===== src/rtl/vdjs_pkg.sv =====
package vdjs_pkg;

    localparam int JOB_DEPTH = 16;
    localparam int PAD_COUNT = 4;

    // count holds 0..JOB_DEPTH, index addresses the store
    localparam int JOB_CNT_W = $clog2(JOB_DEPTH + 1);
    localparam int JOB_IDX_W = (JOB_DEPTH > 1) ? $clog2(JOB_DEPTH) : 1;

    localparam int CFG_IDX_W  = 1;
    localparam int CFG_DATA_W = 24;

    localparam logic [CFG_IDX_W-1:0] REG_SPRITE_ADDR  = 1'b0;
    localparam logic [CFG_IDX_W-1:0] REG_PALETTE_ADDR = 1'b1;

    localparam logic [2:0] REQ_TILES      = 3'd0;
    localparam logic [2:0] REQ_MAP        = 3'd1;
    localparam logic [2:0] REQ_SPRITES    = 3'd2;
    localparam logic [2:0] REQ_PALETTE    = 3'd3;
    localparam logic [2:0] REQ_VBLANK     = 3'd4;
    localparam logic [2:0] REQ_TIMER_RST  = 3'd5;
    localparam logic [2:0] REQ_CLEAR_PAD  = 3'd6;

    localparam logic [1:0] KIND_SPRITE  = 2'd0;
    localparam logic [1:0] KIND_PALETTE = 2'd1;
    localparam logic [1:0] KIND_VRAM    = 2'd2;
    localparam logic [1:0] KIND_DONE    = 2'd3;

    localparam logic [15:0] SPRITE_SIZE  = 16'h0220;
    localparam logic [15:0] PALETTE_SIZE = 16'h0200;
    localparam logic [15:0] MAP_SIZE     = 16'h0800;

    typedef struct packed {
        logic [23:0] src;
        logic [15:0] dest;
        logic [15:0] size;
    } job_t;

    typedef struct packed {
        logic accept;
        logic load_sprite;
        logic load_palette;
        logic load_job;
        logic load_done;
    } dp_cmd_t;

    typedef struct packed {
        logic vblank_req;
        logic sprite_pending;
        logic palette_pending;
        logic jobs_left;
        logic out_free;
    } dp_stat_t;

endpackage


===== src/rtl/vdjs_ctrl.sv =====
module vdjs_ctrl (
    input  logic               clk,
    input  logic               rst_n,
    input  logic               in_valid,
    output logic               in_stall,
    input  vdjs_pkg::dp_stat_t stat,
    output vdjs_pkg::dp_cmd_t  cmd
);

    localparam logic [2:0] ST_IDLE    = 3'd0;
    localparam logic [2:0] ST_SPRITE  = 3'd1;
    localparam logic [2:0] ST_PALETTE = 3'd2;
    localparam logic [2:0] ST_JOB_RD  = 3'd3;
    localparam logic [2:0] ST_JOB_OUT = 3'd4;
    localparam logic [2:0] ST_DONE    = 3'd5;

    logic [2:0] state_reg;
    logic [2:0] state_next;

    assign in_stall = (state_reg != ST_IDLE);

    always_comb
    begin
        state_next = state_reg;
        cmd        = '0;
        case (state_reg)
            ST_IDLE:
            begin
                cmd.accept = in_valid;
                if (in_valid && stat.vblank_req)
                begin
                    state_next = ST_SPRITE;
                end
            end
            ST_SPRITE:
            begin
                if (!stat.sprite_pending)
                begin
                    state_next = ST_PALETTE;
                end
                else if (stat.out_free)
                begin
                    cmd.load_sprite = 1'b1;
                    state_next      = ST_PALETTE;
                end
            end
            ST_PALETTE:
            begin
                if (!stat.palette_pending)
                begin
                    state_next = ST_JOB_RD;
                end
                else if (stat.out_free)
                begin
                    cmd.load_palette = 1'b1;
                    state_next       = ST_JOB_RD;
                end
            end
            ST_JOB_RD:
            begin
                // store read data is registered, so it is valid in the cycle after the index settles
                state_next = stat.jobs_left ? ST_JOB_OUT : ST_DONE;
            end
            ST_JOB_OUT:
            begin
                if (stat.out_free)
                begin
                    cmd.load_job = 1'b1;
                    state_next   = ST_JOB_RD;
                end
            end
            ST_DONE:
            begin
                if (stat.out_free)
                begin
                    cmd.load_done = 1'b1;
                    state_next    = ST_IDLE;
                end
            end
            default:
            begin
                state_next = ST_IDLE;
            end
        endcase
    end

    always_ff @(posedge clk or negedge rst_n)
    begin
        if (!rst_n)
        begin
            state_reg <= ST_IDLE;
        end
        else
        begin
            state_reg <= state_next;
        end
    end

endmodule


===== src/rtl/vdjs_dp.sv =====
module vdjs_dp (
    input  logic                                clk,
    input  logic                                rst_n,
    input  logic                                cfg_we,
    input  logic [vdjs_pkg::CFG_IDX_W-1:0]      cfg_index,
    input  logic [vdjs_pkg::CFG_DATA_W-1:0]     cfg_data,
    input  logic [2:0]                          req_type,
    input  logic [5:0]                          base_block,
    input  logic [23:0]                         source_address,
    input  logic [15:0]                         job_size,
    input  logic [15:0]                         pad_sample_a,
    input  logic [15:0]                         pad_sample_b,
    input  logic [15:0]                         pad_sample_c,
    input  logic [15:0]                         pad_sample_d,
    input  logic [1:0]                          pad_select,
    input  vdjs_pkg::dp_cmd_t                   cmd,
    output vdjs_pkg::dp_stat_t                  stat,
    input  logic                                out_stall,
    output logic                                out_valid,
    output logic [1:0]                          launch_kind,
    output logic [23:0]                         launch_source,
    output logic [15:0]                         launch_dest,
    output logic [15:0]                         launch_size,
    output logic [15:0]                         pad_held_a,
    output logic [15:0]                         pad_held_b,
    output logic [15:0]                         pad_held_c,
    output logic [15:0]                         pad_held_d,
    output logic [15:0]                         frame_timer,
    output logic                                last_of_frame
);

    logic [23:0] sprite_addr_reg;
    logic [23:0] palette_addr_reg;

    logic sprite_pending_reg;
    logic palette_pending_reg;
    logic [vdjs_pkg::JOB_CNT_W-1:0] job_count_reg;
    logic [vdjs_pkg::JOB_CNT_W-1:0] rd_idx_reg;

    vdjs_pkg::job_t job_mem [vdjs_pkg::JOB_DEPTH];
    vdjs_pkg::job_t job_q;
    vdjs_pkg::job_t new_job;

    logic [15:0] pad_held_reg [4];
    logic [15:0] pad_sample   [4];
    logic        timer_on_reg;
    logic [15:0] timer0_reg;

    logic        out_valid_reg;
    logic [1:0]  kind_reg;
    logic [23:0] src_reg;
    logic [15:0] dest_reg;
    logic [15:0] size_reg;
    logic [15:0] held_out_reg [4];
    logic [15:0] timer_out_reg;
    logic        last_reg;

    logic is_vblank;
    logic push;
    logic out_free;
    logic any_load;

    assign pad_sample[0] = pad_sample_a;
    assign pad_sample[1] = pad_sample_b;
    assign pad_sample[2] = pad_sample_c;
    assign pad_sample[3] = pad_sample_d;

    assign is_vblank = cmd.accept && (req_type == vdjs_pkg::REQ_VBLANK);
    assign push = cmd.accept
                  && (req_type == vdjs_pkg::REQ_TILES || req_type == vdjs_pkg::REQ_MAP)
                  && (job_count_reg < vdjs_pkg::JOB_CNT_W'(vdjs_pkg::JOB_DEPTH));

    assign out_free = !out_valid_reg || !out_stall;
    assign any_load = cmd.load_sprite || cmd.load_palette || cmd.load_job || cmd.load_done;

    assign stat.vblank_req      = (req_type == vdjs_pkg::REQ_VBLANK);
    assign stat.sprite_pending  = sprite_pending_reg;
    assign stat.palette_pending = palette_pending_reg;
    assign stat.jobs_left       = (rd_idx_reg < job_count_reg);
    assign stat.out_free        = out_free;

    // tiles land one 4K block past the given one; map jobs sit on 1K blocks
    always_comb
    begin
        new_job.src = source_address;
        if (req_type == vdjs_pkg::REQ_MAP)
        begin
            new_job.dest = {base_block, 10'b0};
            new_job.size = vdjs_pkg::MAP_SIZE;
        end
        else
        begin
            new_job.dest = {base_block[3:0] + 4'd1, 12'b0};
            new_job.size = job_size;
        end
    end

    // job store: one write port, one registered read port
    always_ff @(posedge clk)
    begin
        if (push)
        begin
            job_mem[job_count_reg[vdjs_pkg::JOB_IDX_W-1:0]] <= new_job;
        end
        job_q <= job_mem[rd_idx_reg[vdjs_pkg::JOB_IDX_W-1:0]];
    end

    always_ff @(posedge clk or negedge rst_n)
    begin
        if (!rst_n)
        begin
            sprite_addr_reg     <= '0;
            palette_addr_reg    <= '0;
            sprite_pending_reg  <= 1'b0;
            palette_pending_reg <= 1'b0;
            job_count_reg       <= '0;
            rd_idx_reg          <= '0;
            timer_on_reg        <= 1'b0;
            timer0_reg          <= '0;
            for (int i = 0; i < 4; i++)
            begin
                pad_held_reg[i] <= '0;
            end
        end
        else
        begin
            if (cfg_we)
            begin
                case (cfg_index)
                    vdjs_pkg::REG_SPRITE_ADDR:  sprite_addr_reg  <= cfg_data;
                    vdjs_pkg::REG_PALETTE_ADDR: palette_addr_reg <= cfg_data;
                    default: ;
                endcase
            end

            if (push)
            begin
                job_count_reg <= job_count_reg + 1'b1;
            end
            if (cmd.accept && req_type == vdjs_pkg::REQ_SPRITES)
            begin
                sprite_pending_reg <= 1'b1;
            end
            if (cmd.accept && req_type == vdjs_pkg::REQ_PALETTE)
            begin
                palette_pending_reg <= 1'b1;
            end
            if (cmd.accept && req_type == vdjs_pkg::REQ_TIMER_RST)
            begin
                timer_on_reg <= 1'b1;
                timer0_reg   <= '0;
            end

            // pads and timer settle at vblank accept; the frame-done word
            // picks them up after the launches drain
            if (is_vblank)
            begin
                rd_idx_reg <= '0;
                if (timer_on_reg)
                begin
                    timer0_reg <= timer0_reg + 16'd1;
                end
            end

            for (int i = 0; i < 4; i++)
            begin
                if (i < vdjs_pkg::PAD_COUNT)
                begin
                    if (is_vblank)
                    begin
                        pad_held_reg[i] <= pad_held_reg[i] | pad_sample[i];
                    end
                    else if (cmd.accept && req_type == vdjs_pkg::REQ_CLEAR_PAD
                             && pad_select == 2'(i))
                    begin
                        pad_held_reg[i] <= '0;
                    end
                end
            end

            if (cmd.load_sprite)
            begin
                sprite_pending_reg <= 1'b0;
            end
            if (cmd.load_palette)
            begin
                palette_pending_reg <= 1'b0;
            end
            if (cmd.load_job)
            begin
                rd_idx_reg <= rd_idx_reg + 1'b1;
            end
            if (cmd.load_done)
            begin
                job_count_reg <= '0;
            end
        end
    end

    always_ff @(posedge clk or negedge rst_n)
    begin
        if (!rst_n)
        begin
            out_valid_reg <= 1'b0;
        end
        else if (any_load)
        begin
            out_valid_reg <= 1'b1;
        end
        else if (!out_stall)
        begin
            out_valid_reg <= 1'b0;
        end
    end

    always_ff @(posedge clk)
    begin
        if (any_load)
        begin
            kind_reg      <= vdjs_pkg::KIND_DONE;
            src_reg       <= '0;
            dest_reg      <= '0;
            size_reg      <= '0;
            timer_out_reg <= '0;
            last_reg      <= 1'b0;
            for (int i = 0; i < 4; i++)
            begin
                held_out_reg[i] <= '0;
            end
            if (cmd.load_sprite)
            begin
                kind_reg <= vdjs_pkg::KIND_SPRITE;
                src_reg  <= sprite_addr_reg;
                size_reg <= vdjs_pkg::SPRITE_SIZE;
            end
            else if (cmd.load_palette)
            begin
                kind_reg <= vdjs_pkg::KIND_PALETTE;
                src_reg  <= palette_addr_reg;
                size_reg <= vdjs_pkg::PALETTE_SIZE;
            end
            else if (cmd.load_job)
            begin
                kind_reg <= vdjs_pkg::KIND_VRAM;
                src_reg  <= job_q.src;
                dest_reg <= job_q.dest;
                size_reg <= job_q.size;
            end
            else
            begin
                timer_out_reg <= timer0_reg;
                last_reg      <= 1'b1;
                for (int i = 0; i < 4; i++)
                begin
                    held_out_reg[i] <= pad_held_reg[i];
                end
            end
        end
    end

    assign out_valid     = out_valid_reg;
    assign launch_kind   = kind_reg;
    assign launch_source = src_reg;
    assign launch_dest   = dest_reg;
    assign launch_size   = size_reg;
    assign pad_held_a    = held_out_reg[0];
    assign pad_held_b    = held_out_reg[1];
    assign pad_held_c    = held_out_reg[2];
    assign pad_held_d    = held_out_reg[3];
    assign frame_timer   = timer_out_reg;
    assign last_of_frame = last_reg;

endmodule


===== src/rtl/vblank_dma_job_scheduler_top.sv =====
// Video DMA job scheduler. Tile, map, sprite, palette, timer and pad requests
// produce no output word. A vblank request drains the frame: sprite launch
// (if pending), palette launch (if pending), each queued VRAM job oldest
// first, then a frame-done word with the sticky pad words and timer 0. The
// input stalls for the whole drain, while the controller walks the job store
// through its single registered read port, reading each job and then
// launching it. Jobs beyond the 16-entry queue are dropped. Configuration
// writes are registered and must be made while idle.
module vblank_dma_job_scheduler_top (
    input  logic                             clk,
    input  logic                             rst_n,
    input  logic                             cfg_we,
    input  logic [vdjs_pkg::CFG_IDX_W-1:0]   cfg_index,
    input  logic [vdjs_pkg::CFG_DATA_W-1:0]  cfg_data,
    input  logic                             in_valid,
    output logic                             in_stall,
    input  logic [2:0]                       req_type,
    input  logic [5:0]                       base_block,
    input  logic [23:0]                      source_address,
    input  logic [15:0]                      job_size,
    input  logic [15:0]                      pad_sample_a,
    input  logic [15:0]                      pad_sample_b,
    input  logic [15:0]                      pad_sample_c,
    input  logic [15:0]                      pad_sample_d,
    input  logic [1:0]                       pad_select,
    output logic                             out_valid,
    input  logic                             out_stall,
    output logic [1:0]                       launch_kind,
    output logic [23:0]                      launch_source,
    output logic [15:0]                      launch_dest,
    output logic [15:0]                      launch_size,
    output logic [15:0]                      pad_held_a,
    output logic [15:0]                      pad_held_b,
    output logic [15:0]                      pad_held_c,
    output logic [15:0]                      pad_held_d,
    output logic [15:0]                      frame_timer,
    output logic                             last_of_frame
);

    vdjs_pkg::dp_cmd_t  cmd;
    vdjs_pkg::dp_stat_t stat;

    vdjs_ctrl u_ctrl (
        .clk      (clk),
        .rst_n    (rst_n),
        .in_valid (in_valid),
        .in_stall (in_stall),
        .stat     (stat),
        .cmd      (cmd)
    );

    vdjs_dp u_dp (
        .clk            (clk),
        .rst_n          (rst_n),
        .cfg_we         (cfg_we),
        .cfg_index      (cfg_index),
        .cfg_data       (cfg_data),
        .req_type       (req_type),
        .base_block     (base_block),
        .source_address (source_address),
        .job_size       (job_size),
        .pad_sample_a   (pad_sample_a),
        .pad_sample_b   (pad_sample_b),
        .pad_sample_c   (pad_sample_c),
        .pad_sample_d   (pad_sample_d),
        .pad_select     (pad_select),
        .cmd            (cmd),
        .stat           (stat),
        .out_stall      (out_stall),
        .out_valid      (out_valid),
        .launch_kind    (launch_kind),
        .launch_source  (launch_source),
        .launch_dest    (launch_dest),
        .launch_size    (launch_size),
        .pad_held_a     (pad_held_a),
        .pad_held_b     (pad_held_b),
        .pad_held_c     (pad_held_c),
        .pad_held_d     (pad_held_d),
        .frame_timer    (frame_timer),
        .last_of_frame  (last_of_frame)
    );

endmodule


===== config.mk =====
export PLATFORM = sky130hd
export DESIGN_NAME = vblank_dma_job_scheduler_top
export DESIGN_NICKNAME = d
export VERILOG_FILES = /design/src/rtl/vdjs_pkg.sv /design/src/rtl/vdjs_ctrl.sv /design/src/rtl/vdjs_dp.sv /design/src/rtl/vblank_dma_job_scheduler_top.sv
export SDC_FILE = /design/constraint.sdc
export NUM_CORES = 1
export LEC_CHECK = 0
export ABC_AREA = 1
export BUFFER_PORTS_ARGS = -buffer_cell sky130_fd_sc_hd__buf_4
export CAP_MARGIN = 20
export CORE_AREA = 2 2 377 379
export CTS_CLUSTER_DIAMETER = 150
export DETAILED_ROUTE_END_ITERATION = 16
export DIE_AREA = 0 0 379 381
export GPL_TIMING_DRIVEN = 0
export HOLD_SLACK_MARGIN = 0.1
export PLACE_DENSITY_LB_ADDON = 0.1
export SLEW_MARGIN = 10
export SYNTH_ARGS = -nofsm -noshare
export SYNTH_HDL_FRONTEND = slang
export SYNTH_SLANG_ARGS = --single-unit

===== constraint.sdc =====
create_clock -name clk -period 4.7 [get_ports clk]
set_input_delay 0.47 -clock clk [delete_from_list [all_inputs] [get_ports clk]]
set_output_delay 0.47 -clock clk [all_outputs]
set_load 0.02 [all_outputs]

==> impl_results.md <==
- CP max FO: 50
- 1st-pass router iterations: 8
- Register area share after synthesis: 0.7287
- Crit share post-route: 0.6628
- Post-synthesis register bit count: 1,056
- CTS buffer count: between 100 and 150
- Max Cap Viol: 0
- # rows: 138
- CTS tree: built
- Fin. Hold Viols: 0
- Required time of the critical path: just over 5000 ps
- Worst-Margin Slew: between 1000 and 1500 ps
- Initial DRC Count: between 2k and 2.5k
- Detailed Route WL: roughly 140,000 um
- Max reg flops: about 740
- WL per Instance: 23.13 um
- Max-slew violations: 0
- Ranking of synthesized cells by area: edfxtp_1 (62%), dfrtp_1 (8.7%), nor2_1 (7.2%)
- Leak Pwr: just under 20 nW
- Max_slew headroom: 0.2085
- Core Util, Final: 0.3723
- Cells after Synth: ~3.6k
- # setup viols final: 0
- Async set-reset flop share out of synthesis: 0.1373
- CTS Sinks: 1,056
- CP startpoint kind: input port
- Most frequent cells in the layout: edfxtp_1 (865), nor2_1 (788), nand2_1 (437)
- CTS root buffer: clkbuf_16
- Tot Pwr: between 30 and 40 mW
- FMAX: ~0.32 GHz
- Worst hold path startpoint: req_type[2]
- DR vias: 28.51k
- Die area: about 140,000 sq um
- Largest net degree at the start of global routing: slightly above 80
- Global placement routability congestion: slightly below 0.8
- Hold Path End: u_dp.palette_pending_reg
- Antenna-violating nets left: 0
- Post-CTS sizing: 0
- Die Ht: 381 um
- Grt ovf: 0
- Most used DFF post-synth: edfxtp_1
- Setup tns final: 0 ps
- Clk slew on worst S/H paths: ~60 ps
- Worst vdd ir: ~0.00033 V
- Worst R2R Path Depth: 6
- Floorplan core area: ~140,000 sq um
- Yosys warning count: 0
- Clk Latency, worst-skew pair: 750 ps
- Longest Clk Path Bufs: 3
- Setup crit end kind: register
- RSZ-0062 raised after global routing: false
- Origin of the critical flop-to-flop path: u_ctrl.state_reg[0]
- CP dominant cell by count: nand2_4
- Die Width: 379 um
- DRC: 0
- Yosys top cell by area: edfxtp_1
- Initial antenna violation count: 7
- IO Port Bufs: 275
- Post-synth EDFFs: slightly below 900
- Detail Placement HPWL: 95,270 um
- Library cells used by synthesis: 37
- Final #Nets: 4,311
- I/O pins: approximately 290
- Hold crit path type: input port to register
- Number of buffers and inverters on the critical path: 4
- Reg-to-reg endpoint: u_dp.launch_source[13]
- Worst Clk Skew: approximately 24 ps
- Vias per cell: roughly 4.6
- Run status: completed
- First-pass GRT wire length: 201,900 um
- Fill cells: ~14k
- Via count of the first global-routing pass: approximately 28k
- Starting Density: 0.2980
- Critical Path AT: roughly 3500 ps
- Area fraction of the dominant cell type after synthesis: 0.6201
- WHS: between 150 and 200 ps
- Share of cells above drive strength 1: 0.1495
- CTS H-tree depth: 3
- Pwr Density: ~600 nW/um^2
- Final Critical Period: between 3000 and 4000 ps
- Synth Area per Inst: ~12 sq um
- Worst-path cell chain: dlygate4sd3_1, buf_4, nand2_1, nand3_1, nand2_4, inv_1, nand2_4, buf_16
- Most common cell after layout, fill and taps aside: edfxtp_1
- Delay-heaviest family, CP: simple AND/OR/NAND/NOR gates
- Hold Path Cell Cnt: 4
- R2R Setup Slk: 1590 ps
- Synth Cell Area: roughly 42,000 sq um
- Crit Path Class: input port to register
- P&R area growth vs syn: 24.93%
- Global Route Usage Sum: 0.1948
- CP max-delay cell: nand3_1
- Slowest stage delay, CP: about 730 ps
[Yosys cell counts (26+ instances only)]
cell type	instances
edfxtp_1	865
nor2_1	804
nand2_1	438
o21ai_0	346
nand3_1	250
inv_1	214
dfrtp_1	145
o21ai_1	120
o211ai_1	92
clkbuf_1	90
buf_2	57
dfxtp_1	46
buf_4	26
[repair_timing]
action                                 CTS  global route
endpoints found under the hold margin  564             0
buffers inserted                         0             0
hold buffers                           115             0
[worst max path at each step]
stage               cells after the start  slack (ps)                     end           start
floorplan                               7         220     u_dp.frame_timer[0]  u_dp.out_valid
global placement                        6       -2840  u_dp.launch_source[10]       out_stall
detailed placement                      7        1320   u_dp.launch_source[5]       out_stall
CTS                                     6        1440  u_dp.launch_source[13]  u_dp.out_valid
global route                            6        1380  u_dp.launch_source[19]  u_dp.out_valid
finish                                  8        1580  u_dp.launch_source[13]       out_stall
[kinds of logic (layout without fill, tap and decap cells)]
family | count (synthesis) | count (layout) | share of synthesized area
flip-flops | 1056 | 1056 | 0.7287
adder cells (fa/ha/maj) | 11 | 11 | 0.003286
other | 1 | 13 | 0.00008953
AO/OA/AOI/OAI | 574 | 574 | 0.07429
AND/OR/NAND/NOR | 1517 | 1517 | 0.1464
buffers and inverters | 427 | 1087 | 0.04591
multiplexers | 1 | 1 | 0.0002688
XOR/XNOR | 5 | 5 | 0.001045
[metrics by stage]
step | area, sq um | setup WS, ps | std cells
2_1_floorplan | 41920 | 217.1 | 3601
3_3_place_gp | 46350 | -2839 | 5766
3_5_place_dp | 47390 | 1318 | 5809
4_1_cts | 52320 | 1439 | 6151
5_1_grt | 52320 | 1377 | 6151
6_report | 52330 | 1585 | 6154
[final cells by class]
cell class / count / area, sq um / area share
clock inverters: 68 / 521.8 / 0.009971
inverters: 219 / 824.5 / 0.01576
plain buffers: 208 / 1104 / 0.02109
well taps: 1890 / 2365 / 0.04519
diodes: 3 / 7.507 / 0.0001435
flip-flops and latches: 1056 / 30520 / 0.5833
multi-input cells: 2118 / 9607 / 0.1836
repair buffers: 433 / 4115 / 0.07864
clock buffers: 159 / 3259 / 0.06229
[report_power, final]
part	switching, mW	internal, mW	total, mW
registers	0.458	11.3	11.8
logic	6.89	2.76	9.65
clock network	3.92	5.18	9.10
total	11.3	19.2	30.5
[per-layer routing]
| metal | vias up | GRT usage | share of wire |
|---|---|---|---|
| met1 | 13990 | 0.2579 | 0.44 |
| li1 | 13490 | - | - |
| met2 | 787 | 0.3207 | 0.47 |
| met3 | 240 | 0.03738 | 0.055 |
| met5 | - | 0 | 0.00032 |
| met4 | 8 | 0.06188 | 0.031 |
[worst register-to-register path, stage by stage (launching register included)]
cell     delay (ps)
dfrtp_1         400
nor2_1          190
nand3_1         730
nand2_4         450
inv_1           140
nand2_4         460
buf_16          340
(Power assumes the default switching activity.)
